==> src/rtl/sha256_hash_engine_unit_assert.svh <==
// ----------------------------------------------------------------------------
// SHA-256 hash engine assertion macros
// Implication checks on the top level, clocked by clk, off in reset.
// ----------------------------------------------------------------------------
`ifndef SHA256_HASH_ENGINE_UNIT_ASSERT_SVH
`define SHA256_HASH_ENGINE_UNIT_ASSERT_SVH

// same-cycle implication
`define SHE_ASSERT_SAME(lbl, ante, cons, msg) \
	lbl: assert property (@(posedge clk) disable iff (!arst_n) (ante) |-> (cons)) \
		else $error(msg);

// next-cycle implication
`define SHE_ASSERT_NEXT(lbl, ante, cons, msg) \
	lbl: assert property (@(posedge clk) disable iff (!arst_n) (ante) |=> (cons)) \
		else $error(msg);

`endif

==> src/rtl/sha256heu_pkg.sv <==
// ----------------------------------------------------------------------------
// sha256heu_pkg
// Types, constants and helper functions shared by the SHA-256 engine.
// ----------------------------------------------------------------------------
package sha256heu_pkg;

	localparam logic [7:0] PAD_MARK = 8'h80;

	localparam logic [31:0] K_TABLE [64] = '{
		32'h428a2f98, 32'h71374491, 32'hb5c0fbcf, 32'he9b5dba5,
		32'h3956c25b, 32'h59f111f1, 32'h923f82a4, 32'hab1c5ed5,
		32'hd807aa98, 32'h12835b01, 32'h243185be, 32'h550c7dc3,
		32'h72be5d74, 32'h80deb1fe, 32'h9bdc06a7, 32'hc19bf174,
		32'he49b69c1, 32'hefbe4786, 32'h0fc19dc6, 32'h240ca1cc,
		32'h2de92c6f, 32'h4a7484aa, 32'h5cb0a9dc, 32'h76f988da,
		32'h983e5152, 32'ha831c66d, 32'hb00327c8, 32'hbf597fc7,
		32'hc6e00bf3, 32'hd5a79147, 32'h06ca6351, 32'h14292967,
		32'h27b70a85, 32'h2e1b2138, 32'h4d2c6dfc, 32'h53380d13,
		32'h650a7354, 32'h766a0abb, 32'h81c2c92e, 32'h92722c85,
		32'ha2bfe8a1, 32'ha81a664b, 32'hc24b8b70, 32'hc76c51a3,
		32'hd192e819, 32'hd6990624, 32'hf40e3585, 32'h106aa070,
		32'h19a4c116, 32'h1e376c08, 32'h2748774c, 32'h34b0bcb5,
		32'h391c0cb3, 32'h4ed8aa4a, 32'h5b9cca4f, 32'h682e6ff3,
		32'h748f82ee, 32'h78a5636f, 32'h84c87814, 32'h8cc70208,
		32'h90befffa, 32'ha4506ceb, 32'hbef9a3f7, 32'hc67178f2
	};

	localparam logic [31:0] IV_TABLE [8] = '{
		32'h6a09e667, 32'hbb67ae85, 32'h3c6ef372, 32'ha54ff53a,
		32'h510e527f, 32'h9b05688c, 32'h1f83d9ab, 32'h5be0cd19
	};

	typedef enum logic [1:0] {
		SRC_DATA = 2'd0,
		SRC_MARK = 2'd1,
		SRC_ZERO = 2'd2,
		SRC_LEN  = 2'd3
	} byte_src_t;

	typedef enum logic [4:0] {
		ST_IDLE  = 5'b00001,
		ST_PAD   = 5'b00010,
		ST_ROUND = 5'b00100,
		ST_FOLD  = 5'b01000,
		ST_OUT   = 5'b10000
	} state_t;

	typedef struct packed {
		logic       put_byte;
		byte_src_t  src;
		logic [2:0] len_idx;
		logic       init_work;
		logic       round;
		logic [5:0] round_idx;
		logic       fold;
		logic [2:0] out_idx;
		logic       reinit;
	} cmd_t;

	typedef struct packed {
		logic fill_last;
		logic fill_pre_len;
	} status_t;

	function automatic logic [31:0] rotr(input logic [31:0] x, input int n);
		return (x >> n) | (x << (32 - n));
	endfunction

endpackage

==> src/rtl/sha256heu_ctrl.sv <==
// ----------------------------------------------------------------------------
// sha256heu_ctrl
// Sequencer: byte intake, padding, round count, digest readout.
// ----------------------------------------------------------------------------
module sha256heu_ctrl import sha256heu_pkg::*; (
	input  logic    clk,
	input  logic    arst_n,
	input  logic    byte_valid,
	input  logic    byte_present,
	input  logic    end_of_message,
	input  logic    digest_stall,
	input  status_t status,
	output logic    byte_stall,
	output logic    digest_valid,
	output cmd_t    cmd
);

	state_t    state_q, state_d;
	byte_src_t mode_q, mode_d;
	logic [2:0] len_q, len_d;
	logic [5:0] rnd_q, rnd_d;
	logic [2:0] out_q, out_d;
	logic       pad_q, pad_d;
	logic       done_q, done_d;
	logic       accept;

	assign byte_stall   = (state_q != ST_IDLE);
	assign digest_valid = (state_q == ST_OUT);
	assign accept       = byte_valid && !byte_stall;

	always_comb begin
		cmd           = '0;
		cmd.src       = mode_q;
		cmd.len_idx   = len_q;
		cmd.round_idx = rnd_q;
		cmd.out_idx   = out_q;
		state_d = state_q;
		mode_d  = mode_q;
		len_d   = len_q;
		rnd_d   = rnd_q;
		out_d   = out_q;
		pad_d   = pad_q;
		done_d  = done_q;
		unique case (state_q)
			ST_IDLE: begin
				if (accept && (byte_present || end_of_message)) begin
					pad_d  = end_of_message;
					mode_d = SRC_MARK;
					len_d  = '0;
					done_d = 1'b0;
					if (byte_present) begin
						cmd.put_byte = 1'b1;
						cmd.src      = SRC_DATA;
						if (status.fill_last) begin
							cmd.init_work = 1'b1;
							rnd_d         = '0;
							state_d       = ST_ROUND;
						end else if (end_of_message) begin
							state_d = ST_PAD;
						end
					end else begin
						state_d = ST_PAD;
					end
				end
			end
			ST_PAD: begin
				cmd.put_byte = 1'b1;
				if (mode_q == SRC_LEN) begin
					len_d = len_q + 3'd1;
					if (len_q == 3'd7)
						done_d = 1'b1;
				end else begin
					mode_d = status.fill_pre_len ? SRC_LEN : SRC_ZERO;
				end
				if (status.fill_last) begin
					cmd.init_work = 1'b1;
					rnd_d         = '0;
					state_d       = ST_ROUND;
				end
			end
			ST_ROUND: begin
				cmd.round = 1'b1;
				rnd_d     = rnd_q + 6'd1;
				if (rnd_q == 6'd63)
					state_d = ST_FOLD;
			end
			ST_FOLD: begin
				cmd.fold = 1'b1;
				if (done_q) begin
					out_d   = '0;
					state_d = ST_OUT;
				end else if (pad_q) begin
					state_d = ST_PAD;
				end else begin
					state_d = ST_IDLE;
				end
			end
			ST_OUT: begin
				if (!digest_stall) begin
					if (out_q == 3'd7) begin
						cmd.reinit = 1'b1;
						pad_d      = 1'b0;
						done_d     = 1'b0;
						state_d    = ST_IDLE;
					end else begin
						out_d = out_q + 3'd1;
					end
				end
			end
			default: state_d = ST_IDLE;
		endcase
	end

	always_ff @(posedge clk or negedge arst_n) begin
		if (!arst_n) begin
			state_q <= ST_IDLE;
			mode_q  <= SRC_MARK;
			len_q   <= '0;
			rnd_q   <= '0;
			out_q   <= '0;
			pad_q   <= 1'b0;
			done_q  <= 1'b0;
		end else begin
			state_q <= state_d;
			mode_q  <= mode_d;
			len_q   <= len_d;
			rnd_q   <= rnd_d;
			out_q   <= out_d;
			pad_q   <= pad_d;
			done_q  <= done_d;
		end
	end

endmodule

==> src/rtl/sha256heu_dp.sv <==
// ----------------------------------------------------------------------------
// sha256heu_dp
// Datapath: byte packing, schedule window, round logic, chaining hash.
// ----------------------------------------------------------------------------
module sha256heu_dp import sha256heu_pkg::*; (
	input  logic        clk,
	input  logic        arst_n,
	input  cmd_t        cmd,
	input  logic [7:0]  data_byte,
	output status_t     status,
	output logic [31:0] digest_word,
	output logic [2:0]  word_number,
	output logic        final_word
);

	logic [31:0] hash_q [8];
	logic [31:0] work_q [8];
	logic [31:0] win_q  [16];
	logic [23:0] word_q;
	logic [5:0]  fill_q;
	logic [63:0] bits_q;

	logic [7:0]  byte_v;
	logic [31:0] s0, s1, w_new;
	logic [31:0] sig0, sig1, ch, maj, t1, t2;

	always_comb begin
		case (cmd.src)
			SRC_DATA: byte_v = data_byte;
			SRC_MARK: byte_v = PAD_MARK;
			SRC_ZERO: byte_v = 8'h00;
			default:  byte_v = bits_q[8 * (7 - int'(cmd.len_idx)) +: 8];
		endcase
	end

	assign status.fill_last    = (fill_q == 6'd63);
	assign status.fill_pre_len = (fill_q == 6'd55);

	assign s0    = rotr(win_q[1], 7) ^ rotr(win_q[1], 18) ^ (win_q[1] >> 3);
	assign s1    = rotr(win_q[14], 17) ^ rotr(win_q[14], 19) ^ (win_q[14] >> 10);
	assign w_new = s1 + win_q[9] + s0 + win_q[0];

	assign sig1 = rotr(work_q[4], 6) ^ rotr(work_q[4], 11) ^ rotr(work_q[4], 25);
	assign sig0 = rotr(work_q[0], 2) ^ rotr(work_q[0], 13) ^ rotr(work_q[0], 22);
	assign ch   = (work_q[4] & work_q[5]) ^ (~work_q[4] & work_q[6]);
	assign maj  = (work_q[0] & work_q[1]) ^ (work_q[0] & work_q[2]) ^
	              (work_q[1] & work_q[2]);
	assign t1   = work_q[7] + sig1 + ch + K_TABLE[cmd.round_idx] + win_q[0];
	assign t2   = sig0 + maj;

	assign digest_word = hash_q[cmd.out_idx];
	assign word_number = cmd.out_idx;
	assign final_word  = (cmd.out_idx == 3'd7);

	always_ff @(posedge clk or negedge arst_n) begin
		if (!arst_n) begin
			hash_q <= IV_TABLE;
			fill_q <= '0;
			bits_q <= '0;
		end else begin
			if (cmd.fold) begin
				for (int j = 0; j < 8; j++)
					hash_q[j] <= hash_q[j] + work_q[j];
			end else if (cmd.reinit) begin
				hash_q <= IV_TABLE;
			end
			if (cmd.reinit)
				bits_q <= '0;
			else if (cmd.put_byte && cmd.src == SRC_DATA)
				bits_q <= bits_q + 64'd8;
			if (cmd.reinit)
				fill_q <= '0;
			else if (cmd.put_byte)
				fill_q <= fill_q + 6'd1;
		end
	end

	always_ff @(posedge clk) begin
		if (cmd.put_byte) begin
			word_q <= {word_q[15:0], byte_v};
			if (fill_q[1:0] == 2'd3) begin
				for (int i = 0; i < 15; i++)
					win_q[i] <= win_q[i + 1];
				win_q[15] <= {word_q, byte_v};
			end
		end else if (cmd.round) begin
			for (int i = 0; i < 15; i++)
				win_q[i] <= win_q[i + 1];
			win_q[15] <= w_new;
		end
		if (cmd.init_work) begin
			work_q <= hash_q;
		end else if (cmd.round) begin
			work_q[7] <= work_q[6];
			work_q[6] <= work_q[5];
			work_q[5] <= work_q[4];
			work_q[4] <= work_q[3] + t1;
			work_q[3] <= work_q[2];
			work_q[2] <= work_q[1];
			work_q[1] <= work_q[0];
			work_q[0] <= t1 + t2;
		end
	end

endmodule

==> src/rtl/sha256_hash_engine_unit.sv <==
// ----------------------------------------------------------------------------
// sha256_hash_engine_unit
// Byte-fed SHA-256 engine: sequencer plus datapath.
// ----------------------------------------------------------------------------
// Bytes are taken while the engine is idle; each full 64-byte block then runs
// 64 rounds on the single round unit plus one fold, with byte_stall held high.
// End of message: pad bytes are inserted and each padded block is hashed the
// same way, then eight digest words follow, one per cycle when not stalled.
// Reset loads the initial hash values and clears the bit count and fill.
module sha256_hash_engine_unit import sha256heu_pkg::*; (
	input  logic        clk,
	input  logic        arst_n,
	input  logic        byte_valid,
	output logic        byte_stall,
	input  logic [7:0]  data_byte,
	input  logic        byte_present,
	input  logic        end_of_message,
	output logic        digest_valid,
	input  logic        digest_stall,
	output logic [31:0] digest_word,
	output logic [2:0]  word_number,
	output logic        final_word
);

	`include "sha256_hash_engine_unit_assert.svh"

	cmd_t    cmd;
	status_t status;

	sha256heu_ctrl u_ctrl (
		.clk            (clk),
		.arst_n         (arst_n),
		.byte_valid     (byte_valid),
		.byte_present   (byte_present),
		.end_of_message (end_of_message),
		.digest_stall   (digest_stall),
		.status         (status),
		.byte_stall     (byte_stall),
		.digest_valid   (digest_valid),
		.cmd            (cmd)
	);

	sha256heu_dp u_dp (
		.clk         (clk),
		.arst_n      (arst_n),
		.cmd         (cmd),
		.data_byte   (data_byte),
		.status      (status),
		.digest_word (digest_word),
		.word_number (word_number),
		.final_word  (final_word)
	);

	`SHE_ASSERT_SAME(a_no_out_when_open, !byte_stall, !digest_valid, "digest while taking bytes")
	`SHE_ASSERT_NEXT(a_last_word_idle, digest_valid && !digest_stall && final_word,
		!digest_valid && !byte_stall, "engine not idle after last digest word")
	`SHE_ASSERT_NEXT(a_word_advance, digest_valid && !digest_stall && !final_word,
		digest_valid && word_number == $past(word_number) + 3'd1, "digest word skipped")

endmodule

==> config.mk <==
export PLATFORM = sky130hd
export DESIGN_NAME = sha256_hash_engine_unit
export DESIGN_NICKNAME = d
export VERILOG_FILES = /design/src/rtl/sha256heu_pkg.sv /design/src/rtl/sha256heu_ctrl.sv /design/src/rtl/sha256heu_dp.sv /design/src/rtl/sha256_hash_engine_unit.sv
export VERILOG_INCLUDE_DIRS = /design/src /design/src/rtl
export SDC_FILE = /design/constraint.sdc
export NUM_CORES = 2
export LEC_CHECK = 0
export BUFFER_PORTS_ARGS = -buffer_cell sky130_fd_sc_hd__clkbuf_2
export CORE_UTILIZATION = 55
export CTS_CLUSTER_SIZE = 30
export DETAILED_ROUTE_END_ITERATION = 6
export PLACE_DENSITY_LB_ADDON = 0.25
export SYNTH_ARGS = -nofsm -noshare
export SYNTH_HDL_FRONTEND = slang
export SYNTH_HIERARCHICAL = 1
export SYNTH_SLANG_ARGS = --single-unit
==> constraint.sdc <==
create_clock -name clk -period 50.3 [get_ports clk]
set_input_delay 7.545 -clock clk [delete_from_list [all_inputs] [get_ports clk]]
set_output_delay 7.545 -clock clk [all_outputs]
set_load 0.01 [all_outputs]
# Word level (Yosys, flattened, before mapping)
# Memory sizes are Yosys's and may differ from the RTL's.
# Cells that the tools add are included.
# totals
regBits,627
mem_bits_rw,512
romBits,2048
in_bits,14
output_inout_bits,38
word_cells,232
mem_count,2
# memory_table
name,words,word_bits,rd,rd_clocked_by_memory_dff,write_ports,line,rtl
(name not given),64,32,1,0,0,sha256heu_dp.sv:48,assign t1 = work_q[7] + sig1 + ch + K_TABLE[cmd.round_idx] + win_q[0];
u_dp.win_q,16,32,16,0,16,sha256heu_dp.sv:18,logic [31:0] win_q [16];
# classes
add_sub_neg,24
n_lt_le_gt_ge,2
n_eq_ne,27
shifts,1
n_mux,83
n_bitwise,45
reduce_logical,22
# ops
op,count
two-way mux 256 bit,4
two-way mux 32 bit,20
adder 32 bit,18
bitwise XOR 32 bit,9
AND 32 bit,5
two-way mux 64 bit,2
binary-select mux 32 bit (select 3 bit),1
"adder 64 x 4 -> 64 bit, second input constant",1
variable part select 64 x 32 -> 8 bit,1
two-way mux 5 bit,9
inverter 32 bit,1
OR 10 x 32 -> 32 bit,1
OR 13 x 32 -> 32 bit,1
OR 14 x 32 -> 32 bit,1
OR 15 x 32 -> 32 bit,1
OR 19 x 32 -> 32 bit,1
OR 21 x 32 -> 32 bit,1
OR 25 x 32 -> 32 bit,1
OR 26 x 32 -> 32 bit,1
OR 30 x 32 -> 32 bit,1
OR 7 x 32 -> 32 bit,1
bitwise XOR 32 x 22 -> 32 bit,1
bitwise XOR 32 x 29 -> 32 bit,1
two-way mux 6 bit,5
40 further kinds,116

# Logic depth before layout (Yosys ltp)
# logic_depth
word_depth,10
ltp_mapped,36
depth_no_buf,35

# Modules after synthesis
# Netlist, hierarchy kept.
# by_module_without_submodules
mod,n_inst,cells_per_inst,area_per_inst_um2,seq_area_each_um2
sha256heu_dp,1,6342,70096.0,32035.7
sha256heu_ctrl,1,125,1197.4,528.0

# Worst setup path before layout
# No wires, ideal clock.
# synth_timing
path_kind,input port to flip-flop
from,input port byte_present
to,memory u_dp.win_q[0][0] (enable)
setup_time_ns,2.097
arrival_time_ns,44.054
slack_ns,4.149
stages,4
n_path_buf,1
cell_sequence,nand4_1 -> nand2_1 -> buf_2 -> o21ai_0
# synth_lines
element,line,rtl
from (decl),sha256_hash_engine_unit.sv:16,"input logic byte_present,"
to (decl),sha256heu_dp.sv:18,

==> results.py <==
metrics = {
    "outcome": {
        "outcome": "finished clean",
    },
    "route": {
        "routed-via-count": 51800,
        "viasPerCell": 6.28,
        "first_pass_iters": 6,
        "drt-initial-drc-count": 6143,
        "post-route-drc-count": 0,
        "ant_nets": 0,
        "routedWlPerCell_um": 25.5,
        "wl_um": 210000,
    },
    "setup_path": {
        "crit_fanout": 75,
        "cp_num_buf_inv": 4,
        "crit_type": "in -> reg",
        "cpLargestDelayFamily": "buffers and inverters",
        "critPathMaxStageDelay_ps": 910,
        "cp_cell_sequence": "clkbuf_2, nand4_1, nand2_1, buf_4, and2_4, or2_4, buf_4, buf_4",
        "cp_data_arrival_time_ps": 11760,
        "slowest_stage": "buf_4",
        "end_kind": "register",
        "cp-start-kind": "input pin",
        "crit_required_ps": 50650,
        "critPathMostFrequentCell": "buf_4",
    },
    "clock_network": {
        "cts_buffers": 119,
        "clock_path_buffers": 3,
        "cts_resized": 0,
        "cts_tree": "done",
        "post_cts_buffers": 0,
        "clk-insertion-delay-late_ps": 760,
        "clkTransAtPathRegs_ps": 60,
        "clock_sinks": 1136,
        "htree_levels": 3,
        "root_buffer": "clkbuf_16",
        "hold_buffers": 0,
    },
    "logic_synthesis": {
        "synth-edff-count": 792,
        "synth_area_leaders": "edfxtp_1 (33%), dfrtp_1 (7.2%), ha_1 (7.0%)",
        "yosysTopAreaCell": "edfxtp_1",
        "synth_seq_cells": 1136,
        "synth_fp_nets": 7073,
        "yosys_warnings": 6,
        "seq_area_frac_synth_pct": 45.7,
        "synthArstFlopShare_pct": 30.3,
        "synth_flop_cell": "edfxtp_1",
        "syn_area_per_cell_um2": 11.0,
        "synth_cells": 6467,
        "yosysTopAreaCellShare_pct": 33.4,
        "synth_cell_types": 94,
        "syn_area_um2": 71300,
    },
    "die": {
        "design.die.area_um2": 131000,
        "io_pins": 52,
        "rows": 131,
        "die_h_um": 362,
        "core_area_um2": 128000,
        "floorplan.initialDensity_pct": 55.7,
        "die_w_um": 362,
    },
    "pwr": {
        "leakage_nw": 30.0,
        "intPower_mw": 2.45,
        "p_sw_mw": 1.62,
        "p_clk_share_pct": 21.7,
        "max-vdd-ir-drop_v": 0.0000629,
        "power_density_nw_per_um2": 52.7,
        "total_power_mw": 4.07,
        "pwr-share-comb_pct": 47.0,
        "p_sw_share_pct": 39.8,
        "power_frac_seq_pct": 31.2,
    },
    "worst_hold_path": {
        "hold_class": "reg -> reg",
    },
    "final_layout": {
        "diodes": 0,
        "final_cell_area_um2": 77100,
        "nets": 7024,
        "regArea_um2": 32600,
        "layout-drive-gt1-share_pct": 12.9,
        "syn_to_final_growth_pct": 8.13,
        "final.fill_count": 10400,
        "multiInputGateArea_um2": 36200,
        "postLayoutCoreUtil_pct": 60.2,
    },
    "global_route": {
        "track_usage_pct": 31.8,
        "antenna_found_initial": 3,
        "grt_max_degree": 205,
        "grt_pass1_wl_um": 312000,
        "grt.overflow.total": 0,
        "first_global_vias": 48600,
    },
    "sta": {
        "drv_slew": 0,
        "finalHoldViolCount": 0,
        "finalSetupViolations": 0,
        "min_period_ps": 11400,
        "holdWs_ps": 389,
        "worstMarginPinSlew_ps": 1440,
        "finalCritPeriodShare_pct": 22.7,
        "skew_ps": 62.0,
        "rsz0062_at_grt": "false",
        "timing.setup.tns_ps": 0,
        "slew_headroom_pct": 3.82,
        "clock.fmax_mhz": 87.7,
    },
    "run": {
        "maxCapViolCount": 0,
    },
    "place": {
        "dp_hpwl_um": 154000,
        "io_buffers": 51,
        "placed_cell_area_um2": 73200,
        "globalplace.congestion": 0.992,
    },
}
==> metal layers <==
layer	wire, um	global-route usage (%)	vias to the layer above
met1	89700	45.9	25700
met4	8680	12.0	2
met5	8	0	-
met2	92700	47.8	2306
li1	-	-	23400
met3	19300	5.80	401
==> power groups by stage <==
stage | combinational (mW) | sequential, mW | clock [mW]
final | 1.91 | 1.27 | 0.884
after global routing | 2.07 | 1.28 | 0.932
after CTS | 1.87 | 1.27 | 0.899
after detailed placement | 1.86 | 1.29 | 0
after global placement | 1.82 | 1.28 | 0
after floorplan | 1.35 | 1.38 | 0
==> cell usage after synthesis, types with 13 or more instances <==
cell type	n
inv_1	395
or3_1	32
nor2b_1	35
clkbuf_1	235
nor3_1	157
o22ai_1	15
o21bai_1	38
nand2_1	493
buf_1	39
xnor2_1	346
fa_1	195
a21oi_1	491
a211oi_1	53
mux2i_1	20
o31a_1	13
mux2_2	255
or2_2	14
o21ai_0	449
nand4_1	37
and3_1	37
and2_1	15
dfstp_2	138
nand3_1	121
xor2_1	280
a21o_1	168
dfrtp_1	206
a31o_2	32
nor2_1	362
maj3_1	21
ha_1	397
a211o_1	14
o211ai_1	48
a31oi_1	53
edfxtp_1	792
o31ai_1	45
mux4_2	81
o21a_1	54
a21boi_0	16
nand2b_1	61
o311ai_0	14
==> metrics by stage <==
step / instances / worst slack [ps]
3_5_place_dp: 8026 / 38240
4_1_cts: 8247 / 39030
5_1_grt: 8247 / 38710
3_3_place_gp: 8026 / 38330
6_report: 8247 / 38900
2_1_floorplan: 6467 / 4150
==> registers in the layout, indices dropped and copies added, names as in the netlist, 5 cells and up <==
name / count
u_dp/word_q: 24
u_dp/bits_q: 61
u_dp/hash_q: 256
u_ctrl/state_q: 5
u_dp/fill_q: 6
u_dp/work_q: 256
u_dp/win_q: 512
u_ctrl/rnd_q: 6
==> cell type report <==
cell class,instances,share of cell area (%)
sequential,1136,42.3
clock inverter,69,0.927
clock buffer,152,4.13
timing repair buffer,110,0.967
inverter,398,1.94
multi-input combinational,4653,47.0
tap,1729,2.81
==> worst paths after layout <==
check,startpoint,endpoint,slack [ps],cells after the start
worst max-delay path,byte_present,u_dp/work_q[236]$_DFFE_PP_,38900,8
worst min-delay path,u_dp/win_q[1][45]$_DFFE_PP_,u_dp/win_q[1][13]$_DFFE_PP_,390,0
worst max register to register,u_ctrl/rnd_q[1]$_DFFE_PN0P_,u_dp/work_q[254]$_DFFE_PP_,40190,30
worst min register to register,u_dp/win_q[1][45]$_DFFE_PP_,u_dp/win_q[1][13]$_DFFE_PP_,390,0
max in group asynchronous,arst_n,u_dp/hash_q[6]$_DFFE_PN0P_,41450,3
min in group asynchronous,arst_n,u_dp/bits_q[52]$_DFFE_PN0N_,6760,1
==> cell usage in the layout, fill, tap and decap left out, types with 20 or more instances in the layout <==
master,instances
edfxtp_1,792
nand2_1,492
a21oi_1,491
o21ai_0,445
ha_1,397
inv_1,395
nor2_1,360
xnor2_1,346
xor2_1,280
mux2_2,255
dfrtp_1,199
fa_1,195
a21o_1,168
nor3_1,157
dfstp_2,138
nand3_1,121
clkbuf_16,119
mux4_2,81
nand2b_1,61
buf_4,56
o21a_1,54
a31oi_1,53
a211oi_1,53
clkbuf_2,50
o211ai_1,48
o31ai_1,45
o21bai_1,38
nand4_1,37
and3_1,37
nor2b_1,35
or3_1,32
a31o_2,32
clkbuf_1,25
clkinv_2,21
maj3_1,21
mux2i_1,20
==> cells by family after synthesis <==
family / share of synthesized area (%)
AOI/OAI and AO/OA: 14.2
and+or+nand+nor: 9.22
DFF: 45.7
buffers and inverters: 3.60
xor gates and xnor gates: 7.69
adders and majority gates: 12.7
muxes: 6.90
No activity file was read; power rests on OpenSTA's default activity.
